<file path="src/hw/rtl/lss_pkg.sv">
// Shared types, widths and codes for the 3x3 Cramer's rule solver.
// Depends on nothing; every other file of the block imports it.
package lss_pkg;

	localparam int DATA_WIDTH = 32;
	localparam int FRAC_BITS  = 16;

	// A 2x2 minor needs one bit over a product, a cofactor term one more
	// input width, and the sum of three terms two more bits.
	localparam int PROD_W  = 2 * DATA_WIDTH;
	localparam int MINOR_W = 2 * DATA_WIDTH + 1;
	localparam int PART_W  = 2 * DATA_WIDTH + 1;
	localparam int TERM_W  = 3 * DATA_WIDTH + 1;
	localparam int DET_W   = 3 * DATA_WIDTH + 3;
	localparam int REM_W   = DET_W + DATA_WIDTH + FRAC_BITS;

	localparam int DET_LAT  = 5;
	localparam int DIV_LAT  = DATA_WIDTH + 2;
	localparam int LATENCY  = DET_LAT + DIV_LAT + 1;

	typedef logic signed [DATA_WIDTH-1:0] data_t;
	typedef logic signed [PROD_W-1:0]     prod_t;
	typedef logic signed [MINOR_W-1:0]    minor_t;
	typedef logic signed [PART_W-1:0]     part_t;
	typedef logic signed [TERM_W-1:0]     term_t;
	typedef logic signed [DET_W-1:0]      det_t;
	typedef logic [DET_W-1:0]             mag_t;
	typedef logic [REM_W-1:0]             rem_t;
	typedef logic [DATA_WIDTH-1:0]        quo_t;

	// Row-major 3x3 matrix, element 0 is row 1 column 1.
	typedef logic [8:0][DATA_WIDTH-1:0] mat3_t;

	typedef enum logic [1:0] {
		ST_SOLVED    = 2'd0,
		ST_SINGULAR  = 2'd1,
		ST_SATURATED = 2'd2
	} status_t;

	typedef struct packed {
		data_t a11;
		data_t a12;
		data_t a13;
		data_t a21;
		data_t a22;
		data_t a23;
		data_t a31;
		data_t a32;
		data_t a33;
		data_t rhs1;
		data_t rhs2;
		data_t rhs3;
	} operands_t;

	typedef struct packed {
		data_t   sol_x;
		data_t   sol_y;
		data_t   sol_z;
		status_t status;
	} solution_t;

	// What one division lane hands to the merging stage.
	typedef struct packed {
		quo_t mag;
		logic neg;
		logic ovf;
	} lane_res_t;

endpackage

</file>
<file path="src/hw/rtl/lss_merge.sv">
// Merging stage: saturates the three lane quotients, applies signs and
// forms the status code in the output register. Depends on lss_pkg.
module lss_merge (
	input  logic               clk,
	input  lss_pkg::lane_res_t lx,
	input  lss_pkg::lane_res_t ly,
	input  lss_pkg::lane_res_t lz,
	input  logic               singular,
	output lss_pkg::solution_t solution
);
	import lss_pkg::*;

	localparam data_t MAX_VAL = {1'b0, {(DATA_WIDTH-1){1'b1}}};
	localparam data_t MIN_VAL = {1'b1, {(DATA_WIDTH-1){1'b0}}};

	solution_t sol_q;
	logic      sx;
	logic      sy;
	logic      sz;

	function automatic logic lane_sat(lane_res_t l);
		if (l.neg) begin
			return l.ovf | (l.mag[DATA_WIDTH-1] & (|l.mag[DATA_WIDTH-2:0]));
		end
		return l.ovf | l.mag[DATA_WIDTH-1];
	endfunction

	function automatic data_t lane_val(lane_res_t l);
		if (lane_sat(l)) begin
			return l.neg ? MIN_VAL : MAX_VAL;
		end
		return l.neg ? data_t'(-l.mag) : data_t'(l.mag);
	endfunction

	assign sx = lane_sat(lx);
	assign sy = lane_sat(ly);
	assign sz = lane_sat(lz);

	always_ff @(posedge clk) begin
		if (singular) begin
			sol_q.sol_x  <= '0;
			sol_q.sol_y  <= '0;
			sol_q.sol_z  <= '0;
			sol_q.status <= ST_SINGULAR;
		end else begin
			sol_q.sol_x  <= lane_val(lx);
			sol_q.sol_y  <= lane_val(ly);
			sol_q.sol_z  <= lane_val(lz);
			sol_q.status <= (sx | sy | sz) ? ST_SATURATED : ST_SOLVED;
		end
	end

	assign solution = sol_q;

endmodule

</file>
<file path="config.mk">
export PLATFORM = sky130hd
export DESIGN_NAME = lss_merge
export DESIGN_NICKNAME = d
export VERILOG_FILES = /design/src/hw/rtl/lss_pkg.sv /design/src/hw/rtl/lss_merge.sv
export SDC_FILE = /design/constraint.sdc
export NUM_CORES = 1
export LEC_CHECK = 0
export BUFFER_PORTS_ARGS = -buffer_cell sky130_fd_sc_hd__buf_2
export CELL_PAD_IN_SITES_DETAIL_PLACEMENT = 1
export CELL_PAD_IN_SITES_GLOBAL_PLACEMENT = 2
export CORE_ASPECT_RATIO = 1.1
export CORE_MARGIN = 5
export CORE_UTILIZATION = 28
export CTS_BUF_LIST = sky130_fd_sc_hd__clkbuf_16
export CTS_CLUSTER_DIAMETER = 100
export CTS_CLUSTER_SIZE = 40
export DETAILED_ROUTE_END_ITERATION = 8
export PLACE_DENSITY_LB_ADDON = 0.1
export SYNTH_ARGS = -nofsm -noshare
export SYNTH_HDL_FRONTEND = slang
export SYNTH_SLANG_ARGS = --single-unit
</file>
<file path="constraint.sdc">
create_clock -name clk -period 3.2 [get_ports clk]
set_clock_uncertainty 0.15 [all_clocks]
set_input_delay 0.16 -clock clk [delete_from_list [all_inputs] [get_ports clk]]
set_output_delay 0.16 -clock clk [all_outputs]
set_load 0.03 [all_outputs]
</file>
==> results by group, run 1 <==
Global routing
  – GRT Total Usage: 18.22%
  – First-pass GRT wire length: 35910 µm
  – Total gr overflow: 0
  – Initial antenna violation count: 0
  – Largest net degree at the start of global routing: 42
  – Number of global-route vias before repair: 6800

Clock network
  – Clk slew on worst S/H paths: 0.08 ns
  – Cts bufs inserted: 9
  – CTS tree: done
  – Clk buf depth: 2
  – Clk root buf: clkbuf_16
  – Gates resized, CTS repair: 0
  – Clk sinks: 98
  – H-Tree Depth: 3

Routing
  – Total Wirelength: 22830 µm
  – 1st-iter DRT viols: 275
  – Wire length per cell: 18.31 µm
  – Via count: 6527
  – DR pass1 iterations: 4
  – Antenna-violating nets left: 0
  – DR DRC count: 0
  – DR vias/cell: 5.234

Die
  – Die Y: 162.9 µm
  – Starting Density: 28.12%
  – IO Pins: 202
  – Core box area: 21160 µm²
  – Row cnt: 56
  – Die Wd: 149.0 µm
  – Die area: 24270 µm²

Placement
  – GPL Wtd Cong: 0.8129
  – DP Wirelength: 16740 µm
  – Port buffer count: 201

Synthesis
  – Area leader, netlist: dfxtp_1
  – Gate Count Post-Synth: 753
  – Yosys Warn Count: 0
  – Fraction of registers with async set/reset: 0%
  – Sequential area share after synthesis: 32.98%
  – Ranking of synthesized cells by area: dfxtp_1 (33%), nor3_1 (6.8%), nor2_1 (6.7%)
  – Syn Area/Cell: 7.901 µm²
  – Post-synth EDFFs: 0
  – Predominant post-synthesis flop cell: dfxtp_1
  – Flops & latches, synth: 98
  – Mapped Nets: 860
  – Mapped Area: 5949 µm²
  – Yosys cell types: 66
  – Synth top area share: 32.98%

Power
  – Overall Power: 3.328 mW
  – Peak supply drop: 231.6 µV
  – Sw Pwr: 1.077 mW
  – Leakage power: 3.242 nW
  – PwrDens: 426.9 nW/µm²
  – Part of the power in registers: 39.8%
  – Switch share: 32.36%
  – Clock network fraction of total power: 36.7%
  – Pint: 2.251 mW
  – Combinational cell fraction of total power: 23.4%

STA
  – Minimum clock period: 2.831 ns
  – Crit share post-route: 88.46%
  – RSZ-0062 raised after global routing: no
  – Fmax: 353.3 MHz
  – Slew Limit Headroom: 44.73%
  – Hold Fails Final Rpt: 0
  – Setup Viol. Count Final: 0
  – Final Max Tran Viols: 0
  – Worst-Margin Slew: 0.8260 ns
  – Setup tns final: 0 ns

Layout
  – Fill count: 2638
  – Area Overhead vs Synth: 31.06%
  – Multi-input gate area in the final layout: 3729 µm²
  – # nets final: 1059
  – Antenna diodes: 0
  – Max reg flops: 98
  – Layout cells sized above 1: 29.36%
  – FF+latch area: 1962 µm²
  – Finished Core Util: 36.85%

Setup path
  – Required @ worst endpoint: 3.32 ns
  – Slowest-stage cell, CP: dlygate4sd3_1
  – Most used cell, CP: buf_4
  – Crit Path Max Fanout: 21
  – CP max stage delay: 0.53 ns
  – CP startpoint kind: input port
  – Crit path capture type: flop
  – Critical path, cell by cell: dlygate4sd3_1 -> buf_2 -> inv_1 -> ha_1 -> or3b_1 -> or2_1 -> nor4_2 -> buf_4 -> o21bai_1 -> buf_4 -> a211oi_1
  – Kind of critical path: in2reg
  – Worst EP arrival: 2.95 ns

Status
  – Status: complete, no violations

Worst hold path
  – Hold Path Class: in2reg

Flow run
  – Number of max-cap violations: 0
[critical path, delay by kind of cell]
family | cells | cell delay, ns
AOI/OAI and AO/OA | 2 | 0.29
and+or+nand+nor | 3 | 1.14
buffers and inverters | 5 | 1.15
adders and majority gates | 1 | 0.18
[metal layers]
layer,global-route usage (%),wire length (µm),up-vias
met5,0,0,-
met4,4.952,278,0
met2,30.69,10940,131
met3,3.312,1014,18
met1,23.97,10600,3182
li1,-,-,3196
[power groups by stage]
stage               sequential, mW  clock (mW)  combinational (mW)
finish                        1.33        1.22               0.780
global route                  1.33        1.30               0.846
CTS                           1.33        1.26               0.786
detailed placement            1.35           0               0.762
global placement              1.36           0               0.749
floorplan                     1.52           0               0.285
[kinds of logic (layout without fill, tap and decap cells)]
kind of cell / count (synthesis) / in the layout / synth area share, %
multiplexers: 37 / 37 / 6.856
flip-flops: 98 / 98 / 32.98
buffers and inverters: 68 / 272 / 4.437
AND/OR/NAND/NOR: 364 / 364 / 32.24
XOR/XNOR: 30 / 30 / 4.416
adder cells (fa/ha/maj): 3 / 3 / 0.6310
AO/OA/AOI/OAI: 153 / 153 / 18.44
[layout by cell type (no fill, tap or decap), types with 20 or more instances in the layout]
cell             n
buf_4           20
a21oi_1         40
nand2_1         30
dlygate4sd3_1   22
nor3_1          80
o21ai_0         23
buf_2          201
or3_1           23
dfxtp_1         98
nor2_1         106
a211oi_1        22
mux2_2          20
nor4_1          36
[path summary, 6_finish.rpt]
check | start | end | depth (start not counted)
max | lx[2] | solution[75] | 11
min | lz[1] | solution[31] | 2
[synth_stat cells (3+ instances only)]
library cell / instances
a211oi_2: 7
nor4_1: 36
o211a_1: 3
clkbuf_1: 49
nand3_1: 14
mux2_2: 20
ha_1: 3
or4_1: 11
nor3_1: 81
dfxtp_1: 98
o31ai_1: 13
a211o_1: 4
xnor2_1: 12
o21ai_1: 3
o41ai_1: 4
inv_1: 13
a2111oi_0: 3
xor2_1: 18
nor4b_1: 5
a211oi_1: 22
o21ai_0: 23
a31oi_1: 6
nand4_1: 11
nand3b_1: 5
mux2i_1: 7
a21oi_1: 40
nor3b_1: 6
buf_2: 3
nand2_1: 30
a2111oi_2: 3
nor4bb_1: 3
nor2_1: 106
nand2b_1: 8
or2_1: 4
or3_1: 23
mux2_1: 10
or2_2: 6
[cell type report]
cell class,instances,share of cell area [%]
Clock buffer,9,2.888
Clock inverter,7,1.203
Inverter,13,0.6258
Multi-Input combinational cell,587,47.82
Sequential cell,98,25.16
Tap cell,290,4.653
Timing Repair Buffer,243,17.65
[per-stage QoR]
stage               instance area [µm²]  setup WS, ns  hold WS, ns  std cells
floorplan                          5949        0.8825      0.03772        753
global route                       7797        0.2300      0.01105       1247
finish                             7797        0.3694     0.007851       1247
CTS                                7797        0.4373    0.0004439       1247
detailed placement                 7258        0.4976       0.2335       1209
global placement                   7258        0.5001       0.2374       1209
[repair_timing]
action                                  4_1_cts  5_1_grt
buffers inserted                              0        0
endpoints found under the hold margin        24        0
endpoints found under the setup margin        0        0
hold buffers                                 22        0
Note: power is estimated with default switching activity, not from simulation.
==> run 2: changes to the inputs <==
ABC_AREA = 0   (was unset)
CORE_ASPECT_RATIO = unset   (was 1.1)
==> results by group, run 2 (synthesis gave the netlist of run 1 again) <==
Setup path
  – Crit path capture type: flop
  – Slowest-stage cell, CP: nor4_2
  – CP max stage delay: 0.56 ns
  – Kind of critical path: in2reg
  – Required @ worst endpoint: 3.32 ns
  – Crit Path Max Fanout: 21
  – Critical Path End: solution[72]
  – Worst EP arrival: 3.07 ns
  – CP startpoint kind: input port
  – Critical Path Start: lx[2]
  – Critical path, cell by cell: dlygate4sd3_1 -> buf_2 -> inv_1 -> ha_1 -> or3b_1 -> or2_1 -> nor4_2 -> o21bai_1 -> buf_4 -> a211oi_1

Routing
  – DR pass1 iterations: 4
  – Wire length per cell: 18.62 µm
  – Via count: 6573
  – Antenna-violating nets left: 0
  – DR DRC count: 0
  – DR vias/cell: 5.340
  – 1st-iter DRT viols: 291
  – Total Wirelength: 22920 µm

Die
  – Die area: 24260 µm²
  – Starting Density: 28.39%
  – Die Y: 155.8 µm
  – IO Pins: 202
  – Row cnt: 53
  – Die Wd: 155.8 µm
  – Core box area: 20960 µm²

STA
  – Minimum clock period: 2.953 ns
  – Crit share post-route: 92.28%
  – Slew Limit Headroom: 43.96%
  – Worst-Margin Slew: 0.8376 ns
  – Fmax: 338.6 MHz
  – Final Max Tran Viols: 0
  – Hold Fails Final Rpt: 0
  – RSZ-0062 raised after global routing: no
  – Setup Viol. Count Final: 0
  – Hold_ws: 0.01444 ns
  – Setup tns final: 0 ns

Layout
  – Commonest non-fill, non-tap cell in the layout: buf_2
  – # nets final: 1057
  – Most frequent cells in the layout: buf_2 (201), nor2_1 (106), dfxtp_1 (98)
  – Finished Cell Area: 7762 µm²
  – Max reg flops: 98
  – Layout cells sized above 1: 29.21%
  – Finished Core Util: 37.04%
  – Fill count: 2562
  – Area Overhead vs Synth: 30.47%

Clock network
  – H-Tree Depth: 3
  – Cts bufs inserted: 9
  – CTS tree: done
  – Clk root buf: clkbuf_16
  – Gates resized, CTS repair: 0
  – Clk sinks: 98
  – Clk slew on worst S/H paths: 0.08 ns
  – Clk buf depth: 2

Status
  – Status: complete, no violations

Global routing
  – Number of global-route vias before repair: 6949
  – Total gr overflow: 0
  – First-pass GRT wire length: 36860 µm
  – Largest net degree at the start of global routing: 42
  – Initial antenna violation count: 1
  – GRT Total Usage: 18.59%

Worst hold path
  – Hold Path Class: in2reg

Placement
  – Post-DP Area: 7232 µm²
  – GPL Wtd Cong: 0.8146
  – DP Wirelength: 16980 µm
  – Port buffer count: 201

Power
  – PwrDens: 426.6 nW/µm²
  – Leakage power: 3.226 nW
  – Peak supply drop: 231.4 µV
  – Overall Power: 3.311 mW

Flow run
  – Number of max-cap violations: 0
==> run 2: power by group <==
group          internal, mW  switching, mW  leakage (nW)
sequential             1.30         0.0253         0.815
combinational         0.260          0.519          2.26
clock                 0.687          0.518         0.156
==> run 2: area by class of cell <==
type                    count  area, µm²  area share (%)
multi-input cells         587       3729           48.03
clock inverters             7      92.59           1.193
repair buffers            241       1359           17.50
well taps                 275      344.1           4.433
clock buffers               9      225.2           2.901
diodes                      1      2.502         0.03224
flip-flops and latches     98       1962           25.27
inverters                  13      48.80          0.6286
==> run 2: how the worst min path moves through the flow <==
| stage | from | end | slack, ns | cells past startpoint |
|---|---|---|---|---|
| final | lx[14] | solution[78] | 0.01 | 3 |
| after global routing | lx[16] | solution[80] | 0.02 | 3 |
| after CTS | lz[22] | solution[22] | 0.004 | 3 |
| after detailed placement | ly[33] | solution[65] | 0.23 | 2 |
| after global placement | ly[33] | solution[65] | 0.24 | 2 |
| after floorplan | singular | solution[0] | 0.04 | 0 |
==> run 2: worst max-delay path: cells and delay by family <==
family / cells / cell delay, ns
buffers and inverters: 4 / 0.97
adder cells (fa/ha/maj): 1 / 0.17
AND/OR/NAND/NOR: 3 / 1.39
AO/OA/AOI/OAI: 2 / 0.35
==> run 2: routing by layer <==
metal	vias to the layer above	track usage (%)	part of all wire (%)
li1	3204	-	-
met1	3195	24.73	46
met2	158	31.24	47
met3	16	3.356	5.6
met4	0	4.669	1.1
met5	-	0	0
==> run 2: through the flow <==
stage          setup slack (ns)  instances
4_1_cts                  0.2723       1230
5_1_grt                 0.07006       1231
2_1_floorplan            0.8825        753
3_3_place_gp             0.5489       1193
6_report                 0.2470       1231
3_5_place_dp             0.4394       1193
==> run 2: what timing repair did <==
action | CTS | global route
hold endpoints to repair | 21 | 0
hold buffers | 21 | 0
buffers inserted | 0 | 0
==> run 3: changes to the inputs <==
CORE_UTILIZATION = 29   (was 28)
CTS_BUF_LIST = sky130_fd_sc_hd__clkbuf_8   (was sky130_fd_sc_hd__clkbuf_16)
==> results by group, run 3 (synthesis gave the netlist of run 1 again) <==
Placement
  – GPL Wtd Cong: 0.8316
  – DP Wirelength: 16850 µm
  – Port buffer count: 201
  – DP Cell Count: 1191

Routing
  – DR vias/cell: 5.318
  – Wire length per cell: 18.26 µm
  – Via count: 6706
  – DR pass1 iterations: 4
  – Antenna-violating nets left: 0
  – 1st-iter DRT viols: 331
  – Total Wirelength: 23020 µm
  – DR DRC count: 0

STA
  – Setup tns final: 0 ns
  – Minimum clock period: 2.912 ns
  – RSZ-0062 raised after global routing: no
  – Worst-Margin Slew: 0.8334 ns
  – Fmax: 343.4 MHz
  – Hold Fails Final Rpt: 0
  – Final Max Tran Viols: 0
  – Slew Limit Headroom: 44.24%
  – Crit share post-route: 90.99%
  – Setup Viol. Count Final: 0

Clock network
  – Clk root buf: clkbuf_8
  – Cts bufs inserted: 9
  – Clk slew on worst S/H paths: 0.11 ns
  – Clk buf depth: 2
  – Post-CTS Setup Repair Bufs: 0
  – H-Tree Depth: 3
  – CTS tree: done
  – Clk sinks: 98

Layout
  – Antenna diodes: 0
  – Layout cells sized above 1: 28.66%
  – Max reg flops: 98
  – Layout Cells excl Fill: 1261
  – Most frequent cells in the layout: buf_2 (201), nor2_1 (106), dfxtp_1 (98)
  – # nets final: 1093
  – Area Overhead vs Synth: 35.10%
  – Finished Core Util: 39.72%
  – Commonest non-fill, non-tap cell in the layout: buf_2

Setup path
  – Kind of critical path: in2reg
  – Worst EP arrival: 3.06 ns
  – Stages on the worst setup path: 8
  – Crit path capture type: flop
  – Most used cell, CP: or4_4
  – Required @ worst endpoint: 3.35 ns
  – Slowest-stage cell, CP: dlygate4sd3_1
  – CP startpoint kind: input port
  – Buf/Inv on CP: 3
  – Critical path, cell by cell: dlygate4sd3_1 -> buf_2 -> or4_4 -> or4_4 -> o41ai_4 -> buf_4 -> a21bo_1 -> a211oi_2
  – CP max stage delay: 0.53 ns
  – CP top delay family: simple AND/OR/NAND/NOR gates
  – Crit Path Max Fanout: 13

Die
  – Starting Density: 29.40%
  – Die Y: 153.2 µm
  – Die Wd: 153.2 µm
  – Row cnt: 52
  – Die area: 23480 µm²
  – Core box area: 20230 µm²
  – IO Pins: 202

Power
  – Clock network fraction of total power: 32.3%
  – PwrDens: 393.4 nW/µm²
  – Part of the power in registers: 42.0%
  – Sw Pwr: 1.030 mW
  – Pint: 2.132 mW
  – Overall Power: 3.162 mW
  – Peak supply drop: 161.1 µV
  – Combinational cell fraction of total power: 25.7%
  – Switch share: 32.57%
  – Leakage power: 3.343 nW

Global routing
  – Number of global-route vias before repair: 6926
  – Largest net degree at the start of global routing: 42
  – First-pass GRT wire length: 37250 µm
  – Total gr overflow: 0
  – Initial antenna violation count: 1
  – GRT Total Usage: 19.16%

Worst hold path
  – Hold Path Class: in2reg
  – Hold depth: 3

Status
  – Status: complete, no violations

Flow run
  – Number of max-cap violations: 0
==> run 3: cell types whose count changed in the layout (fill, tap and decap cells not counted) <==
cell,change
clkinv_1,-2
bufinv_16,+1
dlygate4sd3_1,+33
clkinv_4,-1
clkinvlp_4,+1
clkbuf_16,-9
clkbuf_8,+10
inv_6,+1
inv_8,-1
diode_2,-1
buf_4,+3
==> run 3: power groups by stage <==
stage / combinational, mW / clock, mW / sequential, mW
floorplan: 0.285 / 0 / 1.52
global placement: 0.748 / 0 / 1.36
detailed placement: 0.763 / 0 / 1.36
CTS: 0.818 / 1.06 / 1.33
global route: 0.883 / 1.10 / 1.34
finish: 0.812 / 1.02 / 1.33
==> run 3: layer usage <==
metal	up-vias	part of all wire, %	GRT usage, %
met5	-	0.056	0
li1	3264	-	-
met1	3235	46	25.26
met2	179	47	31.79
met4	2	1.8	5.643
met3	26	5.8	3.789
==> run 3: area by class of cell <==
cell class	count	area [µm²]
fill	2505	12200
clock inverter	6	111.4
sequential	98	1962
timing repair buffer	277	1712
tap	270	337.8
multi-input combinational	587	3729
clock buffer	10	137.6
inverter	13	48.80
==> run 3: worst paths after layout <==
path	from	endpoint	slack [ns]
worst min-delay path	lx[16]	solution[80]	0.008
worst max-delay path	ly[27]	solution[49]	0.29
==> run 3: tightest hold or removal path, cell delays in order <==
cell	delay (ns)
buf_2	0.13
xnor2_1	0.13
a211oi_1	0.08
==> run 3: metrics by stage <==
stage               setup slack, ns  hold WS, ns  instance area, µm²
global placement             0.5008       0.2523                7248
CTS                          0.2922     0.002538                8038
detailed placement           0.4344       0.2600                7248
global route                 0.1129      0.01064                8038
floorplan                    0.8825      0.03772                5949
finish                       0.2883     0.008248                8038
==> run 3: timing repair <==
action,CTS,global route
endpoints found under the setup margin,0,0
endpoints found under the hold margin,54,0
hold buffers,54,0
gates resized for setup,0,0
